===== config.mk =====
export PLATFORM = sky130hd
export DESIGN_NAME = wav_header_parser_core
export DESIGN_NICKNAME = d
export VERILOG_FILES = /design/src/hdl/whp_pkg.sv /design/src/hdl/whp_parser.sv /design/src/hdl/wav_header_parser_core.sv
export SDC_FILE = /design/constraint.sdc
export NUM_CORES = 1
export LEC_CHECK = 0
export BUFFER_PORTS_ARGS = -buffer_cell sky130_fd_sc_hd__buf_2
export CAP_MARGIN = 20
export CORE_MARGIN = 2
export CORE_UTILIZATION = 60
export DETAILED_ROUTE_END_ITERATION = 10
export PLACE_DENSITY = 0.78
export SYNTH_ARGS = -nofsm -noshare
export SYNTH_HDL_FRONTEND = slang
export SYNTH_HIERARCHICAL = 1
export SYNTH_SLANG_ARGS = --single-unit

===== constraint.sdc =====
create_clock -name clk -period 28.4 [get_ports clk]
set_input_delay 1.42 -clock clk [delete_from_list [all_inputs] [get_ports clk]]
set_output_delay 1.42 -clock clk [all_outputs]
set_load 0.02 [all_outputs]

===== src/hdl/whp_pkg.sv =====
// shared types and constants for the wav header parser
package whp_pkg;

  // parse phases
  typedef enum logic [3:0] {
    PH_RIFF  = 4'd0,
    PH_RSIZE = 4'd1,
    PH_WAVE  = 4'd2,
    PH_FMTS  = 4'd3,
    PH_FSIZE = 4'd4,
    PH_FBODY = 4'd5,
    PH_SKIP  = 4'd6,
    PH_DSCAN = 4'd7,
    PH_DLEN  = 4'd8,
    PH_DONE  = 4'd9
  } phase_t;

  // result status codes
  localparam logic [2:0] ST_OK        = 3'd0;
  localparam logic [2:0] ST_NO_RIFF   = 3'd1;
  localparam logic [2:0] ST_NOT_WAVE  = 3'd2;
  localparam logic [2:0] ST_FMT_BIG   = 3'd3;
  localparam logic [2:0] ST_NOT_PCM   = 3'd4;
  localparam logic [2:0] ST_BAD_CHAN  = 3'd5;
  localparam logic [2:0] ST_BAD_WIDTH = 3'd6;
  localparam logic [2:0] ST_TRUNC     = 3'd7;

  // chunk tags, first byte in the top position
  localparam logic [31:0] TAG_RIFF = 32'h5249_4646;
  localparam logic [31:0] TAG_WAVE = 32'h5741_5645;
  localparam logic [23:0] TAG_FMT  = 24'h66_6D74;
  localparam logic [31:0] TAG_DATA = 32'h6461_7461;

  localparam logic [15:0] FMT_MAX  = 16'd40;
  localparam logic [7:0]  FMT_BASE = 8'd16;
  localparam logic [31:0] LEN_BIAS = 32'd44;
  localparam logic [15:0] FMT_PCM  = 16'd1;

  // one result item
  typedef struct packed {
    logic [2:0]  status;
    logic [1:0]  channels;
    logic [4:0]  sample_bits;
    logic [31:0] rate_hz;
    logic [31:0] bits_per_second;
    logic [31:0] data_offset;
    logic [31:0] data_length;
  } whp_result_t;

endpackage


===== src/hdl/whp_parser.sv =====
// byte-wise parse state and result decode for the wav header parser
module whp_parser (
  input  logic                 clk,
  input  logic                 rst,
  input  logic                 take,
  input  logic [7:0]           data_byte,
  input  logic                 first_byte,
  input  logic                 last_byte,
  output logic                 hit,
  output whp_pkg::whp_result_t result
);
  import whp_pkg::*;

  phase_t      phase, phase_next, cur_phase;
  logic [4:0]  field_count, field_count_next, cur_fc;
  logic [31:0] position, position_next, cur_pos;
  logic [31:0] window, window_next, cur_win;
  logic [15:0] fmt_size, fmt_size_next, cur_fmt;
  logic [15:0] format_code, format_code_next, cur_format;
  logic [15:0] channel_count, channel_count_next, cur_chan;
  logic [31:0] rate_store, rate_store_next, cur_rate;
  logic [15:0] width_store, width_store_next, cur_width;
  logic [7:0]  skip_left, skip_left_next, cur_skip;
  logic [31:0] len_swap;
  logic [31:0] bps;
  logic        ok_hit;
  logic        err_hit;
  logic [2:0]  err_code;

  // a first byte starts from the cleared state
  always_comb begin
    cur_phase  = first_byte ? PH_RIFF : phase;
    cur_fc     = first_byte ? 5'd0  : field_count;
    cur_pos    = first_byte ? 32'd0 : position;
    cur_win    = first_byte ? 32'd0 : window;
    cur_fmt    = first_byte ? 16'd0 : fmt_size;
    cur_format = first_byte ? 16'd0 : format_code;
    cur_chan   = first_byte ? 16'd0 : channel_count;
    cur_rate   = first_byte ? 32'd0 : rate_store;
    cur_width  = first_byte ? 16'd0 : width_store;
    cur_skip   = first_byte ? 8'd0  : skip_left;
  end

  // next state and result decision
  always_comb begin
    phase_next         = cur_phase;
    field_count_next   = cur_fc;
    position_next      = cur_pos;
    window_next        = cur_win;
    fmt_size_next      = cur_fmt;
    format_code_next   = cur_format;
    channel_count_next = cur_chan;
    rate_store_next    = cur_rate;
    width_store_next   = cur_width;
    skip_left_next     = cur_skip;
    ok_hit             = 1'b0;
    err_hit            = 1'b0;
    err_code           = ST_TRUNC;

    if (cur_phase != PH_DONE) begin
      position_next    = cur_pos + 32'd1;
      window_next      = {cur_win[23:0], data_byte};
      field_count_next = cur_fc + 5'd1;

      unique case (cur_phase)
        PH_RIFF: begin
          if (field_count_next == 5'd4) begin
            field_count_next = 5'd0;
            if (window_next != TAG_RIFF) begin
              err_hit  = 1'b1;
              err_code = ST_NO_RIFF;
            end else begin
              phase_next = PH_RSIZE;
            end
          end
        end
        PH_RSIZE: begin
          if (field_count_next == 5'd4) begin
            field_count_next = 5'd0;
            phase_next       = PH_WAVE;
          end
        end
        PH_WAVE: begin
          if (field_count_next == 5'd4) begin
            field_count_next = 5'd0;
            if (window_next != TAG_WAVE) begin
              err_hit  = 1'b1;
              err_code = ST_NOT_WAVE;
            end else begin
              phase_next = PH_FMTS;
            end
          end
        end
        PH_FMTS: begin
          if (field_count_next == 5'd4) begin
            field_count_next = 5'd0;
            if (window_next[31:8] == TAG_FMT) begin
              phase_next    = PH_FSIZE;
              fmt_size_next = 16'd0;
            end
          end
        end
        PH_FSIZE: begin
          if (field_count_next == 5'd1) begin
            fmt_size_next = {8'd0, data_byte};
          end else if (field_count_next == 5'd2) begin
            fmt_size_next = {data_byte, cur_fmt[7:0]};
          end else if (field_count_next == 5'd4) begin
            field_count_next = 5'd0;
            if (cur_fmt > FMT_MAX) begin
              err_hit  = 1'b1;
              err_code = ST_FMT_BIG;
            end else begin
              skip_left_next = cur_fmt[7:0] - FMT_BASE;
              phase_next     = PH_FBODY;
            end
          end
        end
        PH_FBODY: begin
          // old count is the byte index within the 16 format bytes
          unique case (cur_fc)
            5'd0:    format_code_next[7:0]    = data_byte;
            5'd1:    format_code_next[15:8]   = data_byte;
            5'd2:    channel_count_next[7:0]  = data_byte;
            5'd3:    channel_count_next[15:8] = data_byte;
            5'd4:    rate_store_next[7:0]     = data_byte;
            5'd5:    rate_store_next[15:8]    = data_byte;
            5'd6:    rate_store_next[23:16]   = data_byte;
            5'd7:    rate_store_next[31:24]   = data_byte;
            5'd14:   width_store_next[7:0]    = data_byte;
            5'd15:   width_store_next[15:8]   = data_byte;
            default: ;
          endcase
          if (field_count_next == 5'd16) begin
            field_count_next = 5'd0;
            window_next      = 32'd0;
            if (format_code_next != FMT_PCM) begin
              err_hit  = 1'b1;
              err_code = ST_NOT_PCM;
            end else if (channel_count_next != 16'd1 && channel_count_next != 16'd2) begin
              err_hit  = 1'b1;
              err_code = ST_BAD_CHAN;
            end else if (width_store_next != 16'd8 && width_store_next != 16'd16) begin
              err_hit  = 1'b1;
              err_code = ST_BAD_WIDTH;
            end else begin
              phase_next = (cur_skip == 8'd0) ? PH_DSCAN : PH_SKIP;
            end
          end
        end
        PH_SKIP: begin
          field_count_next = 5'd0;
          skip_left_next   = cur_skip - 8'd1;
          if (skip_left_next == 8'd0) begin
            phase_next  = PH_DSCAN;
            window_next = 32'd0;
          end
        end
        PH_DSCAN: begin
          if (field_count_next > 5'd4) field_count_next = 5'd4;
          if (field_count_next == 5'd4 && window_next == TAG_DATA) begin
            field_count_next = 5'd0;
            window_next      = 32'd0;
            phase_next       = PH_DLEN;
          end
        end
        PH_DLEN: begin
          if (field_count_next == 5'd4) ok_hit = 1'b1;
        end
        default: phase_next = PH_DONE;
      endcase

      // an early end gives a truncated status
      if (!ok_hit && !err_hit && last_byte) begin
        err_hit  = 1'b1;
        err_code = ST_TRUNC;
      end
      if (ok_hit || err_hit) phase_next = PH_DONE;
    end
  end

  // length bytes arrive little endian, first in the top of the window
  assign len_swap = {window_next[7:0], window_next[15:8],
                     window_next[23:16], window_next[31:24]};

  // channels and width are 1/2 and 8/16 here, so the product is shifts
  always_comb begin
    bps = (cur_width[4]) ? {cur_rate[27:0], 4'd0} : {cur_rate[28:0], 3'd0};
    if (cur_chan[1]) bps = {bps[30:0], 1'b0};
  end

  // result fields
  always_comb begin
    hit    = ok_hit || err_hit;
    result = '0;
    if (ok_hit) begin
      result.status          = ST_OK;
      result.channels        = cur_chan[1:0];
      result.sample_bits     = cur_width[4:0];
      result.rate_hz         = cur_rate;
      result.bits_per_second = bps;
      result.data_offset     = position_next;
      result.data_length     = len_swap - LEN_BIAS;
    end else if (err_hit) begin
      result.status = err_code;
    end
  end

  // parse state
  always_ff @(posedge clk) begin
    if (rst) begin
      phase         <= PH_RIFF;
      field_count   <= 5'd0;
      position      <= 32'd0;
      window        <= 32'd0;
      fmt_size      <= 16'd0;
      format_code   <= 16'd0;
      channel_count <= 16'd0;
      rate_store    <= 32'd0;
      width_store   <= 16'd0;
      skip_left     <= 8'd0;
    end else if (take) begin
      phase         <= phase_next;
      field_count   <= field_count_next;
      position      <= position_next;
      window        <= window_next;
      fmt_size      <= fmt_size_next;
      format_code   <= format_code_next;
      channel_count <= channel_count_next;
      rate_store    <= rate_store_next;
      width_store   <= width_store_next;
      skip_left     <= skip_left_next;
    end
  end

endmodule


===== src/hdl/wav_header_parser_core.sv =====
// top level of the wav header parser: byte input, parser and result register
//
// channel | direction | handshake              | payload
// in      | input     | in_valid / in_stall    | data_byte, first_byte, last_byte
// out     | output    | out_valid / out_stall  | status .. data_length
//
// one byte is taken per cycle while in_stall is low; each byte updates the parse state in that cycle
// a result is registered and appears on out in the cycle after the byte that completes it
// rst is synchronous and returns the parser to the riff tag check
// a waiting result stalls only a byte that would produce another result
module wav_header_parser_core (
  input  logic        clk,
  input  logic        rst,
  input  logic        in_valid,
  output logic        in_stall,
  input  logic [7:0]  data_byte,
  input  logic        first_byte,
  input  logic        last_byte,
  output logic        out_valid,
  input  logic        out_stall,
  output logic [2:0]  status,
  output logic [1:0]  channels,
  output logic [4:0]  sample_bits,
  output logic [31:0] rate_hz,
  output logic [31:0] bits_per_second,
  output logic [31:0] data_offset,
  output logic [31:0] data_length
);
  import whp_pkg::*;

  logic        take;
  logic        hit;
  whp_result_t result;
  whp_result_t res_reg;

  // hold off only when a new result would overwrite an unread one
  assign in_stall = out_valid && out_stall && hit;
  assign take     = in_valid && !in_stall;

  whp_parser u_parser (
    .clk        (clk),
    .rst        (rst),
    .take       (take),
    .data_byte  (data_byte),
    .first_byte (first_byte),
    .last_byte  (last_byte),
    .hit        (hit),
    .result     (result)
  );

  // result register
  always_ff @(posedge clk) begin
    if (rst) begin
      out_valid <= 1'b0;
    end else if (take && hit) begin
      out_valid <= 1'b1;
    end else if (!out_stall) begin
      out_valid <= 1'b0;
    end
  end

  always_ff @(posedge clk) begin
    if (take && hit) res_reg <= result;
  end

  assign status          = res_reg.status;
  assign channels        = res_reg.channels;
  assign sample_bits     = res_reg.sample_bits;
  assign rate_hz         = res_reg.rate_hz;
  assign bits_per_second = res_reg.bits_per_second;
  assign data_offset     = res_reg.data_offset;
  assign data_length     = res_reg.data_length;

endmodule


==> impl_metrics.csv <==
group,metric,value,unit
routing,wl_met1,17700,µm
critical_path,crit_type,"in2reg",
sta,rsz0062_at_grt,"false",
global_route,grt_remaining_overflow,0,
critical_path,crit_path_top_delay_cell,"buf_4",
clock_network,numCtsBuffers,34,
routing,drc,13,
clock_network,cts_tree,"built",
clock_network,htreeDepth,2,
cells_and_area,area_growth_syn_to_layout,12.4,%
routing,drt_pass1_iterations,9,
synth,synth.distinct_cells,83,
routing,vias,13959,
synth,synthArstFlopShare,0,
placement,place_inst,2143,
routing,via_per_inst,6.33,
synth,synth_top_area_share,0.259,
routing,drtAntennaViolNets,0,
sta,final-hold-violation-count,0,
die,io_pins,154,
die,initial_utilization,0.611,
routing,met3WireLength,3060,µm
cells_and_area,layout-drive-gt1-share,0.136,
power_and_ir_drop,combPwrFrac,0.076,
sta,fin_crit_sh,0.249,
synth,synthCells,1760,
critical_path,worst-r2r-cell-count,19,
sta,fin_skew,0.0124,ns
clock_network,cts_setup_buffers,0,
cells_and_area,nFillCells,2068,
power_and_ir_drop,p_int,751,µW
routing,drt_iter0_drc,1630,
placement,port_buffers,153,
global_route,grt_pass1_vias,13468,
cells_and_area,n_antenna_cell,0,
critical_path,reg2reg_from,"u_parser/field_count[0]$_SDFFE_PP0P_",
die,fp.coreArea,0.0261,mm²
power_and_ir_drop,pwr-share-seq,0.491,
clock_network,hold_buffers,0,
cells_and_area,fin_util,0.687,
critical_path,crit_top_cell,"nand2_1",
critical_path,rrSetupSlack,22.65,ns
critical_path,crit_fanout,52,
critical_path,cp_cell_sequence,"buf_2, buf_4, inv_2, buf_4, nand2_1, inv_1, ha_1, nand4b_1, or3_1, a221oi_1, nand4bb_1, a31oi_1, nand2_1, nand2_1, nand2_1, and3_4, nor2b_4, buf_4, nand2_1, buf_4, nor3_1, a22oi_1, nor2_1",
clock_network,clock_latency,0.52,ns
placement,hpwlAfterDp,27400,µm
synth,seq_area_frac_synth,0.481,
sta,fmax,142,MHz
synth,synth-seq-cells,315,
cells_and_area,nets,1874,
die,die_h,167,µm
routing,top_layer_used,"met4",
critical_path,arrival,7.51,ns
critical_path,endpoint_kind,"flip-flop",
global_route,gr-usage-all-layers,0.300,
sta,period_needed,7.06,ns
power_and_ir_drop,ir_worst_vdd,0.0000407,V
min_path,hold_start,"u_parser/window[25]$_SDFFE_PP0P_",
cells_and_area,final_common_cell,"nor2_1",
clock_network,cts_resized,0,
power_and_ir_drop,p_leak,6.54,nW
cells_and_area,stdcell_count,2205,
global_route,grt_max_degree,96,
global_route,grt_pass1_wl,69000,µm
die,die_area,0.0280,mm²
clock_network,cts_sinks,315,
synth,ys.flop_type,"dfxtp_1",
power_and_ir_drop,switchingPower,243,µW
clock_network,cts.reportedPaths.clkPinSlew,0.06,ns
synth,synth_edf_count,138,
die,die_x,167,µm
min_path,min_path_type,"reg2reg",
routing,drt_wl_total,42700,µm
power_and_ir_drop,report.power.total,994,µW
outcome,failed_checks,"DRC",
power_and_ir_drop,pwr-share-clk,0.433,
run,cap_violations,0,
power_and_ir_drop,swShare,0.244,
min_path,worst_hold_path.num_cells,2,
outcome,status,"finished with violations",
global_route,antenna_found_initial,0,
clock_network,cts_root_buf,"clkbuf_16",
critical_path,critPathMaxStageDelay,0.60,ns
sta,fin_hold_ws,0.464,ns
placement,gp_congestion,0.942,
critical_path,cp-start-kind,"primary input",
power_and_ir_drop,power_density,55.3,mW/mm²
clock_network,cts.path.max_buffers,3,
routing,dr_wl_met2,20100,µm
synth,ys_top_cells_by_area,"edfxtp_1 (26%), dfxtp_1 (22%), nor2_1 (6.2%)",
routing,wl_per_cell,19.3,µm
sta,setup_violations,0,
sta,slew_violations,0,
die,rows,59,
sta,slew_headroom,0.333,
critical_path,critical_path_required,28.84,ns
synth,ys_warn_count,6,
cells_and_area,final_cell_mix,"nor2_1 (263), dfxtp_1 (175), buf_2 (152)",
min_path,hold_end,"u_parser/window[25]$_SDFFE_PP0P_",
synth,yosys.area.top_type,"edfxtp_1",
synth,syn_area_per_cell,9.08,µm²
critical_path,r2r-end,"u_parser/fmt_size[0]$_SDFFE_PP0P_",
sta,worst-slew-pin-transition,0.987,ns
synth,syn-cell-area,0.0160,mm²
sta,fin_setup_tns,0,ns
## per-layer routing
metal  track usage  vias to the layer above
met5             0                        -
li1              -                     6544
met2         0.503                      684
met4         0.136                        0
met3        0.0442                      145
met1         0.387                     6586
## cell usage after synthesis, types with 33 or more instances
| master | instances |
|---|---|
| a22oi_1 | 95 |
| nor2_1 | 264 |
| nand2_1 | 145 |
| mux2i_1 | 63 |
| o21ai_0 | 78 |
| a21oi_1 | 113 |
| xnor2_1 | 33 |
| clkbuf_1 | 110 |
| and3_1 | 36 |
| dfxtp_1 | 177 |
| edfxtp_1 | 138 |
| nor3_1 | 42 |
| nand3_1 | 57 |
| and2_1 | 76 |
## worst max-delay path by stage
| stage | start | end | slack [ns] | cells past startpoint |
|---|---|---|---|---|
| 2_1_floorplan | first_byte | bits_per_second[0]$_DFFE_PP_ | 15.85 | 21 |
| 3_3_place_gp | first_byte | u_parser/fmt_size[10]$_SDFFE_PP0P_ | 21.17 | 21 |
| 3_5_place_dp | first_byte | u_parser/fmt_size[0]$_SDFFE_PP0P_ | 20.98 | 23 |
| 4_1_cts | first_byte | u_parser/fmt_size[0]$_SDFFE_PP0P_ | 21.50 | 23 |
| 5_1_grt | first_byte | u_parser/fmt_size[15]$_SDFFE_PP0P_ | 20.78 | 24 |
| 6_report | first_byte | u_parser/fmt_size[0]$_SDFFE_PP0P_ | 21.34 | 23 |
## kinds of logic after synthesis
| kind of cell | share of synthesized area |
|---|---|
| xor+xnor | 0.0334 |
| other cells | 0.000235 |
| flops | 0.481 |
| mux | 0.0409 |
| fa+ha+maj | 0.0125 |
| buf+inv | 0.0364 |
| compound gates | 0.166 |
| simple gates | 0.229 |
## final cells by class
type | instances | area, µm² | share of cell area
Sequential cell | 315 | 7690 | 0.428
Clock inverter | 13 | 119 | 0.00662
Multi-Input combinational cell | 1298 | 7740 | 0.431
Clock buffer | 49 | 972 | 0.0541
Inverter | 20 | 75.1 | 0.00418
Tap cell | 335 | 419 | 0.0233
Timing Repair Buffer | 175 | 933 | 0.0520
## worst max-delay path, delay by kind of cell
family                     cells  cell delay, ns
and+or+nand+nor               12            3.12
buffers and inverters          7            1.89
AOI/OAI and AO/OA              3            0.81
adders and majority gates      1            0.21
## through the flow
stage | setup slack [ns] | area (µm²)
3_3_place_gp | 21.17 | 16900
6_report | 21.34 | 18000
5_1_grt | 20.78 | 18000
2_1_floorplan | 15.85 | 16000
3_5_place_dp | 20.98 | 16900
4_1_cts | 21.50 | 18000
## power by group through the flow
stage | clock [mW] | combinational (mW) | sequential [mW]
2_1_floorplan | 0 | 0.0476 | 0.503
3_3_place_gp | 0 | 0.0735 | 0.497
5_1_grt | 0.453 | 0.0826 | 0.488
3_5_place_dp | 0 | 0.0745 | 0.497
6_report | 0.430 | 0.0759 | 0.487
4_1_cts | 0.435 | 0.0748 | 0.487
## registers in the layout, indices dropped and copies added (netlist names)
signal / cells
out_valid: 1
u_parser/window: 31
bits_per_second: 32
channels: 2
u_parser/width_store: 16
u_parser/skip_left: 8
u_parser/format_code: 16
sample_bits: 5
data_length: 32
u_parser/position: 32
status: 3
u_parser/rate_store: 32
u_parser/phase: 4
u_parser/fmt_size: 16
data_offset: 32
u_parser/field_count: 5
rate_hz: 32
u_parser/channel_count: 16
Power figures use the tool's default switching activity.
